**src/rtl/bpr_pkg.sv**
```systemverilog
// Shared types, constants and helper functions of the bit-parallel regex matcher.
package bpr_pkg;

  localparam int STATE_BITS    = 64;
  localparam int MAX_LEVELS    = 8;
  localparam int ALPHABET_SIZE = 256;

  localparam int SB        = STATE_BITS;
  localparam int LVL_W     = $clog2(MAX_LEVELS + 1);
  localparam int LVL_ROWS  = MAX_LEVELS + 1;
  localparam int LVL_DEPTH = 3 * LVL_ROWS;
  localparam int LVL_AW    = $clog2(LVL_DEPTH);
  localparam int CH_AW     = (ALPHABET_SIZE > 1) ? $clog2(ALPHABET_SIZE) : 1;

  localparam int ROW_SCT = 0;
  localparam int ROW_GTH = LVL_ROWS;
  localparam int ROW_PRP = 2 * LVL_ROWS;

  localparam logic [1:0] FN_START = 2'd0;
  localparam logic [1:0] FN_CHAR  = 2'd1;
  localparam logic [1:0] FN_LOAD  = 2'd2;

  localparam logic [2:0] TBL_ADV = 3'd0;
  localparam logic [2:0] TBL_REP = 3'd1;
  localparam logic [2:0] TBL_SCT = 3'd2;
  localparam logic [2:0] TBL_GTH = 3'd3;
  localparam logic [2:0] TBL_PRP = 3'd4;

  localparam logic [1:0] PART_BLK = 2'd0;
  localparam logic [1:0] PART_SRC = 2'd1;
  localparam logic [1:0] PART_DST = 2'd2;

  localparam logic [1:0] CFG_LEVELS = 2'd0;
  localparam logic [1:0] CFG_ACTIVE = 2'd1;
  localparam logic [1:0] CFG_ACCEPT = 2'd2;

  typedef enum logic [1:0] {
    OP_SCT,
    OP_GTH,
    OP_PRP
  } op_kind_t;

  typedef enum logic [1:0] {
    ST_IDLE,
    ST_PREP,
    ST_CLOSE,
    ST_FINISH
  } seq_st_t;

  typedef struct packed {
    logic [1:0]  func;
    logic [7:0]  char_value;
    logic [2:0]  table_id;
    logic [3:0]  level_index;
    logic [1:0]  mask_part;
    logic [63:0] mask_word;
  } item_t;

  typedef struct packed {
    logic              init;
    logic              init_char;
    logic              rd_en;
    logic [LVL_AW-1:0] rd_row;
    logic              op_v;
    op_kind_t          op_kind;
    logic              op_last;
  } seq_ctl_t;

  typedef struct packed {
    logic in_ready;
    logic out_load;
  } seq_sts_t;

  function automatic logic [LVL_AW-1:0] lvl_row(op_kind_t kind, logic [LVL_W-1:0] lvl);
    logic [LVL_AW-1:0] base;
    unique case (kind)
      OP_SCT:  base = LVL_AW'(ROW_SCT);
      OP_GTH:  base = LVL_AW'(ROW_GTH);
      OP_PRP:  base = LVL_AW'(ROW_PRP);
      default: base = LVL_AW'(ROW_SCT);
    endcase
    return base + LVL_AW'(lvl);
  endfunction

  // Bit 0 is always live, so a count of zero behaves as one.
  function automatic logic [SB-1:0] live_mask(logic [6:0] n);
    logic [SB-1:0] m;
    for (int i = 0; i < SB; i++) begin
      m[i] = (i == 0) || (7'(i) < n);
    end
    return m;
  endfunction

endpackage

```
**src/rtl/bpr_seq.sv**
```systemverilog
// Sequencer that walks the closure levels and issues mask memory reads.
module bpr_seq (
  input  logic                      clk,
  input  logic                      rst_n,
  input  logic                      in_acc,
  input  logic [1:0]                in_func,
  input  logic [bpr_pkg::LVL_W-1:0] depth,
  input  logic                      out_free,
  output bpr_pkg::seq_ctl_t         ctl,
  output bpr_pkg::seq_sts_t         sts
);

  bpr_pkg::seq_st_t  st_r, st_nxt;
  bpr_pkg::op_kind_t kind_r, kind_nxt;
  logic [bpr_pkg::LVL_W-1:0] lvl_r, lvl_nxt;
  logic              up_r, up_nxt;
  logic              iss_done_r;
  logic              char_r;
  logic              op_v_r;
  bpr_pkg::op_kind_t op_kind_r;
  logic              op_last_r;
  logic              cur_last;
  logic              rd_en;

  always_comb begin
    kind_nxt = kind_r;
    lvl_nxt  = lvl_r;
    up_nxt   = up_r;
    cur_last = 1'b0;
    unique case (kind_r)
      bpr_pkg::OP_GTH: begin
        kind_nxt = bpr_pkg::OP_PRP;
      end
      bpr_pkg::OP_SCT: begin
        kind_nxt = bpr_pkg::OP_PRP;
        lvl_nxt  = lvl_r + 1'b1;
      end
      bpr_pkg::OP_PRP: begin
        if (!up_r) begin
          if (lvl_r != '0) begin
            kind_nxt = bpr_pkg::OP_GTH;
            lvl_nxt  = lvl_r - 1'b1;
          end else if (depth == '0) begin
            cur_last = 1'b1;
          end else begin
            kind_nxt = bpr_pkg::OP_SCT;
            up_nxt   = 1'b1;
          end
        end else if (lvl_r == depth) begin
          cur_last = 1'b1;
        end else begin
          kind_nxt = bpr_pkg::OP_SCT;
        end
      end
      default: begin
        cur_last = 1'b1;
      end
    endcase
  end

  always_comb begin
    st_nxt = st_r;
    unique case (st_r)
      bpr_pkg::ST_IDLE: begin
        if (in_acc) begin
          if (in_func == bpr_pkg::FN_START || in_func == bpr_pkg::FN_CHAR) begin
            st_nxt = bpr_pkg::ST_PREP;
          end else begin
            st_nxt = bpr_pkg::ST_FINISH;
          end
        end
      end
      bpr_pkg::ST_PREP: begin
        st_nxt = bpr_pkg::ST_CLOSE;
      end
      bpr_pkg::ST_CLOSE: begin
        if (op_v_r && op_last_r) begin
          st_nxt = bpr_pkg::ST_FINISH;
        end
      end
      bpr_pkg::ST_FINISH: begin
        if (out_free) begin
          st_nxt = bpr_pkg::ST_IDLE;
        end
      end
      default: st_nxt = bpr_pkg::ST_IDLE;
    endcase
  end

  always_comb begin
    rd_en = (st_r == bpr_pkg::ST_PREP) || (st_r == bpr_pkg::ST_CLOSE && !iss_done_r);
    ctl.init      = (st_r == bpr_pkg::ST_PREP);
    ctl.init_char = char_r;
    ctl.rd_en     = rd_en;
    ctl.rd_row    = bpr_pkg::lvl_row(kind_r, lvl_r);
    ctl.op_v      = op_v_r;
    ctl.op_kind   = op_kind_r;
    ctl.op_last   = op_last_r;
    sts.in_ready  = (st_r == bpr_pkg::ST_IDLE);
    sts.out_load  = (st_r == bpr_pkg::ST_FINISH) && out_free;
  end

  always_ff @(posedge clk) begin
    if (!rst_n) begin
      st_r       <= bpr_pkg::ST_IDLE;
      op_v_r     <= 1'b0;
      iss_done_r <= 1'b0;
      char_r     <= 1'b0;
    end else begin
      st_r   <= st_nxt;
      op_v_r <= rd_en;
      if (in_acc) begin
        iss_done_r <= 1'b0;
        char_r     <= (in_func == bpr_pkg::FN_CHAR);
      end else if (rd_en) begin
        iss_done_r <= cur_last;
      end
    end
  end

  always_ff @(posedge clk) begin
    if (in_acc) begin
      kind_r <= bpr_pkg::OP_PRP;
      lvl_r  <= depth;
      up_r   <= 1'b0;
    end else if (rd_en) begin
      kind_r <= kind_nxt;
      lvl_r  <= lvl_nxt;
      up_r   <= up_nxt;
    end
    if (rd_en) begin
      op_kind_r <= kind_r;
      op_last_r <= cur_last;
    end
  end

endmodule

```
**config.mk**
```make
export PLATFORM = sky130hd
export DESIGN_NAME = bpr_seq
export DESIGN_NICKNAME = d
export VERILOG_FILES = /design/src/rtl/bpr_pkg.sv /design/src/rtl/bpr_seq.sv
export SDC_FILE = /design/constraint.sdc
export NUM_CORES = 1
export LEC_CHECK = 0
export BUFFER_PORTS_ARGS = -buffer_cell sky130_fd_sc_hd__buf_2
export CAP_MARGIN = 10
export CORE_UTILIZATION = 55
export CTS_CLUSTER_SIZE = 25
export DETAILED_ROUTE_END_ITERATION = 8
export PLACE_DENSITY = 0.86
export SLEW_MARGIN = 10
export SYNTH_ARGS = -nofsm -noshare
export SYNTH_HDL_FRONTEND = slang
export SYNTH_SLANG_ARGS = --single-unit
```
**constraint.sdc**
```tcl
create_clock -name clk -period 4.4 [get_ports clk]
set_input_delay 0.88 -clock clk [delete_from_list [all_inputs] [get_ports clk]]
set_output_delay 0.88 -clock clk [all_outputs]
set_load 0.01 [all_outputs]
```
Word-level counts from Yosys, hierarchy flattened
Index checks and enable logic that the tools add are counted.
{ "word_totals": {"register_bits": 15, "latchBits": 0, "ramBits": 0, "romBits": 0, "inputBits": 10, "output_inout_bits": 14, "word_cells": 71, "n_memories": 0} }
{ "op_classes": {"addsub": 3, "mul": 0, "div": 0, "order_cmp": 0, "n_eq_ne": 14, "n_shift": 0, "muxes": 24, "bitwise_logic": 1, "reduce_logical": 20} }
{ "ops": {"columns": ["cell", "n"], "rows": [
  ["$mux 2", 8],
  ["$mux 4", 4],
  ["$pmux 5 s2", 1],
  ["$ne 3x3->1 const B", 3],
  ["$pmux 2 s4", 1],
  ["$pmux 4 s2", 1],
  ["$reduce_and 4->1", 2],
  ["$mux 1", 7],
  ["$eq 2x1->1 const B", 3],
  ["$eq 2x2->1 const B", 3],
  ["$logic_not 2->1", 3],
  ["$ne 2x2->1 const B", 3],
  ["$add 5x4->5", 1],
  ["$add 4x1->4 const B", 1],
  ["$eq 4x4->1", 1],
  ["$logic_not 4->1", 1],
  ["$ne 4x4->1 const B", 1],
  ["$pmux 2 s2", 1],
  ["$reduce_bool 2->1", 2],
  ["$reduce_bool 4->1", 1],
  ["$reduce_or 2->1", 2],
  ["$sub 4x1->4 const B", 1],
  ["$logic_and 1x1->1", 3],
  ["$reduce_and 3->1", 1],
  ["6 further kinds", 7]
]} }

Depth between registers and ports, before layout
{ "logic_depth": {"ltp_word": 6, "depth_mapped": 9, "mapped_depth_nobuf": 7} }

Worst setup path before layout
No wires, ideal clock.
{ "synth_path": {"kind": "register -> output", "from": "register kind_r[1]", "to": "output port ctl[8] (netlist name)", "arrival_ns": 1.719, "required_time_ns": 3.520, "path_slack_ns": 1.801, "stages_incl_launch_ff": 10, "path_buffers": 2, "path_cell_list": "dfxtp_1 -> buf_6 -> nor2b_1 -> buf_4 -> inv_1 -> fa_1 -> nor2b_1 -> o21ai_0 -> a21o_1 -> nand2_1"} }
{ "synth_lines": {"columns": ["element", "line", "source"], "rows": [
  ["start: declaration", "bpr_seq.sv:14", "bpr_pkg::op_kind_t kind_r, kind_nxt;"],
  ["start signal: assignment", "bpr_seq.sv:123", "kind_r <= bpr_pkg::OP_PRP;"],
  ["start signal: assignment", "bpr_seq.sv:127", "kind_r <= kind_nxt;"],
  ["end: declaration", "bpr_seq.sv:9", "output bpr_pkg::seq_ctl_t ctl,"]
]} }

==> results.py <==
metrics = {
    "pwr": {
        "sw_frac_of_total_pct": 46.1,
        "p_clk_share_pct": 8.7,
        "power_density_nw_per_um2": 821,
        "p_total_uw": 987,
        "p_seq_share_pct": 31.2,
        "power_leakage_nw": 0.526,
        "p_int_uw": 532,
        "combPwrFrac_pct": 60.1,
        "vdd_ir_drop_max_v": 0.000602,
        "p_switching_uw": 455,
    },
    "detailed_routing": {
        "wirelength_mm": 2.06,
        "firstDrtPassIters": 4,
        "viasPerCell": 5.57,
        "vias": 886,
        "ant_nets": 0,
        "route.detailed.drc": 0,
        "wl_per_cell_um": 13.0,
        "drtIter0Drc": 27,
    },
    "synth": {
        "syn_area_um2": 1110,
        "synth-seq-cells": 15,
        "synth_area_leaders": "edfxtp_1 19%, dfxtp_1 14%, ha_1 7.9%",
        "yosysTopAreaCellShare_pct": 19.0,
        "synthFlopType": "dfxtp_1",
        "synth_fp_nets": 135,
        "ys_async_sr_fraction_pct": 0,
        "yosysUniqueCellTypes": 44,
        "synth.avg_cell_area_um2": 9.45,
        "synth_edf_count": 7,
        "synth_area_leader_cell": "edfxtp_1",
        "seq_area_frac_synth_pct": 33.5,
        "synthCells": 117,
        "yosys_warnings": 0,
    },
    "critical_path": {
        "crit_fanout": 11,
        "cp.required_ns": 3.52,
        "r2r_setup_slack_ns": 2.12,
        "crit_type": "reg -> out",
        "cp.arrival_ns": 2.25,
        "cp-end-kind": "primary output",
        "worstReg2RegStart": "kind_r[1]",
        "r2r_end": "lvl_r[3]",
        "cp-start-kind": "flip-flop",
        "reg2reg_depth": 7,
    },
    "timing": {
        "slew_headroom_pct": 51.3,
        "finalSetupViolations": 0,
        "worstMarginPinSlew_ns": 0.724,
        "min_period_ns": 3.13,
        "fin_crit_sh_pct": 71.2,
        "slew_violations": 0,
        "fmax_mhz": 319,
        "setup-tns-final_ns": 0,
        "finalHoldViolations": 0,
        "finClkSkew_ns": 0.00220,
        "rsz0062_at_grt": "no",
    },
    "clocking": {
        "hold_buffers": 0,
        "cts_resized": 0,
        "cts_max_level": 1,
        "clock_path_buffers": 2,
        "cts_buffers": 3,
        "cts_setup_buffers": 0,
        "cts_root_buf": "clkbuf_4",
        "cts_sinks": 15,
        "cts_tree": "yes",
        "clkLatencyLatePin_ns": 0.30,
        "clk_pin_slew_ns": 0.10,
    },
    "global_route": {
        "grt_first_pass_wirelength_mm": 3.37,
        "grt_max_degree": 13,
        "grt_pass1_vias": 777,
        "gr-total-overflow": 0,
        "grt.total_usage_pct": 22.2,
        "grt_antenna_before_repair": 0,
    },
    "placement": {
        "dp_cells": 155,
        "post-dp-hpwl_mm": 1.52,
        "placed_area_um2": 1170,
        "gp_congestion": 0.814,
        "port_buffers": 23,
    },
    "status": {
        "status": "completed",
    },
    "layout": {
        "final_area_um2": 1200,
        "diodes": 0,
        "drive_above_1_share_pct": 28.4,
        "fin_nets": 153,
        "final_cells": 159,
        "fill_cells": 144,
        "area_growth_pct": 8.71,
    },
    "job": {
        "maxCapViolCount": 0,
    },
    "die": {
        "rows": 15,
        "initial_core_util_pct": 61.4,
        "die_w_um": 46.8,
        "dieArea_um2": 2190,
        "io_pins": 24,
        "coreArea_um2": 1800,
        "die_h_um": 46.8,
    },
    "worst_hold_path": {
        "min_from": "char_r",
        "hold_path_end": "char_r",
        "min_path_type": "reg -> reg",
        "holdPathStages": 2,
    },
}
-- kinds of logic after synthesis --
family | after synthesis | synth area share [%]
xor+xnor | 10 | 7.92
flops | 15 | 33.5
mux | 4 | 3.73
simple gates | 34 | 15.7
buf+inv | 22 | 11.4
compound gates | 24 | 18.0
fa+ha+maj | 8 | 9.73
-- critical path, cell delays in order (launching register included) --
cell,delay [ns]
dfxtp_1,0.54
nor2b_1,0.23
inv_1,0.10
fa_1,0.46
nor2b_1,0.16
nand2_1,0.10
mux2i_1,0.18
nand2_1,0.06
buf_2,0.13
-- layout by cell type (no fill, tap or decap), types with 2 or more instances in the layout --
master	netlist	layout
mux2i_1	3	3
nor2b_1	2	2
inv_1	10	10
buf_2	2	23
nand2_1	10	10
a21oi_1	4	4
o21ai_0	3	3
ha_1	7	7
xnor2_1	7	7
xor2_1	3	3
nor2_1	11	11
a31oi_1	2	2
a21o_1	2	2
edfxtp_1	7	7
clkbuf_4	0	3
dfxtp_1	8	8
a211oi_1	2	2
-- how the worst max path moves through the flow --
| stage | from | endpoint | depth (start not counted) |
|---|---|---|---|
| floorplan | kind_r[1] | ctl[8] | 9 |
| global placement | kind_r[1] | ctl[8] | 8 |
| detailed placement | kind_r[1] | ctl[8] | 8 |
| CTS | kind_r[1] | ctl[8] | 8 |
| global route | kind_r[1] | ctl[8] | 8 |
| finish | kind_r[1] | ctl[8] | 8 |
-- cell usage after synthesis (3+ instances only) --
cell type  instances
mux2i_1            3
buf_6              3
a21oi_1            4
xnor2_1            7
nand2_1           10
dfxtp_1            8
edfxtp_1           7
nor2_1            11
o21ai_0            3
ha_1               7
xor2_1             3
inv_1             10
buf_4              5
-- flip-flops by register name, indices dropped and copies added (netlist names) --
name and cells:
up_r 1, st_r 2, op_v_r 1, kind_r 2, lvl_r 4, char_r 1
op_kind_r 2, iss_done_r 1, op_last_r 1
-- through the flow --
step	setup slack, ns	utilization, %	hold WS, ns
6_report	1.27	66.7	0.509
5_1_grt	1.08	66.7	0.563
4_1_cts	1.26	66.7	0.501
3_5_place_dp	1.60	65.2	0.476
3_3_place_gp	1.75	65.2	0.466
2_1_floorplan	1.80	-	0.403
-- per-layer routing --
layer / track usage [%] / part of all wire [%] / up-vias
li1: - / - / 436
met1: 29.5 / 48 / 415
met2: 34.4 / 46 / 30
met3: 3.46 / 4.0 / 5
met4: 12.6 / 2.3 / 0
met5: 0 / 0 / -
-- layout make-up --
cell class                      count  area [um^2]  share of cell area (%)
Multi-Input combinational cell     80          609                    50.7
Sequential cell                    15          370                    30.8
Inverter                           11         41.3                    3.43
Clock buffer                        3         22.5                    1.87
Timing Repair Buffer               24          123                    10.2
Clock inverter                      1         5.00                   0.416
Tap cell                           25         31.3                    2.60
-- power groups by stage --
stage,logic (mW),clock network (mW),registers [mW]
final,0.593,0.0859,0.308
after CTS,0.596,0.0875,0.307
after detailed placement,0.592,0,0.309
after global routing,0.660,0.0923,0.320
after global placement,0.577,0,0.304
after floorplan,0.538,0,0.259
Power figures use the tool's default switching activity.
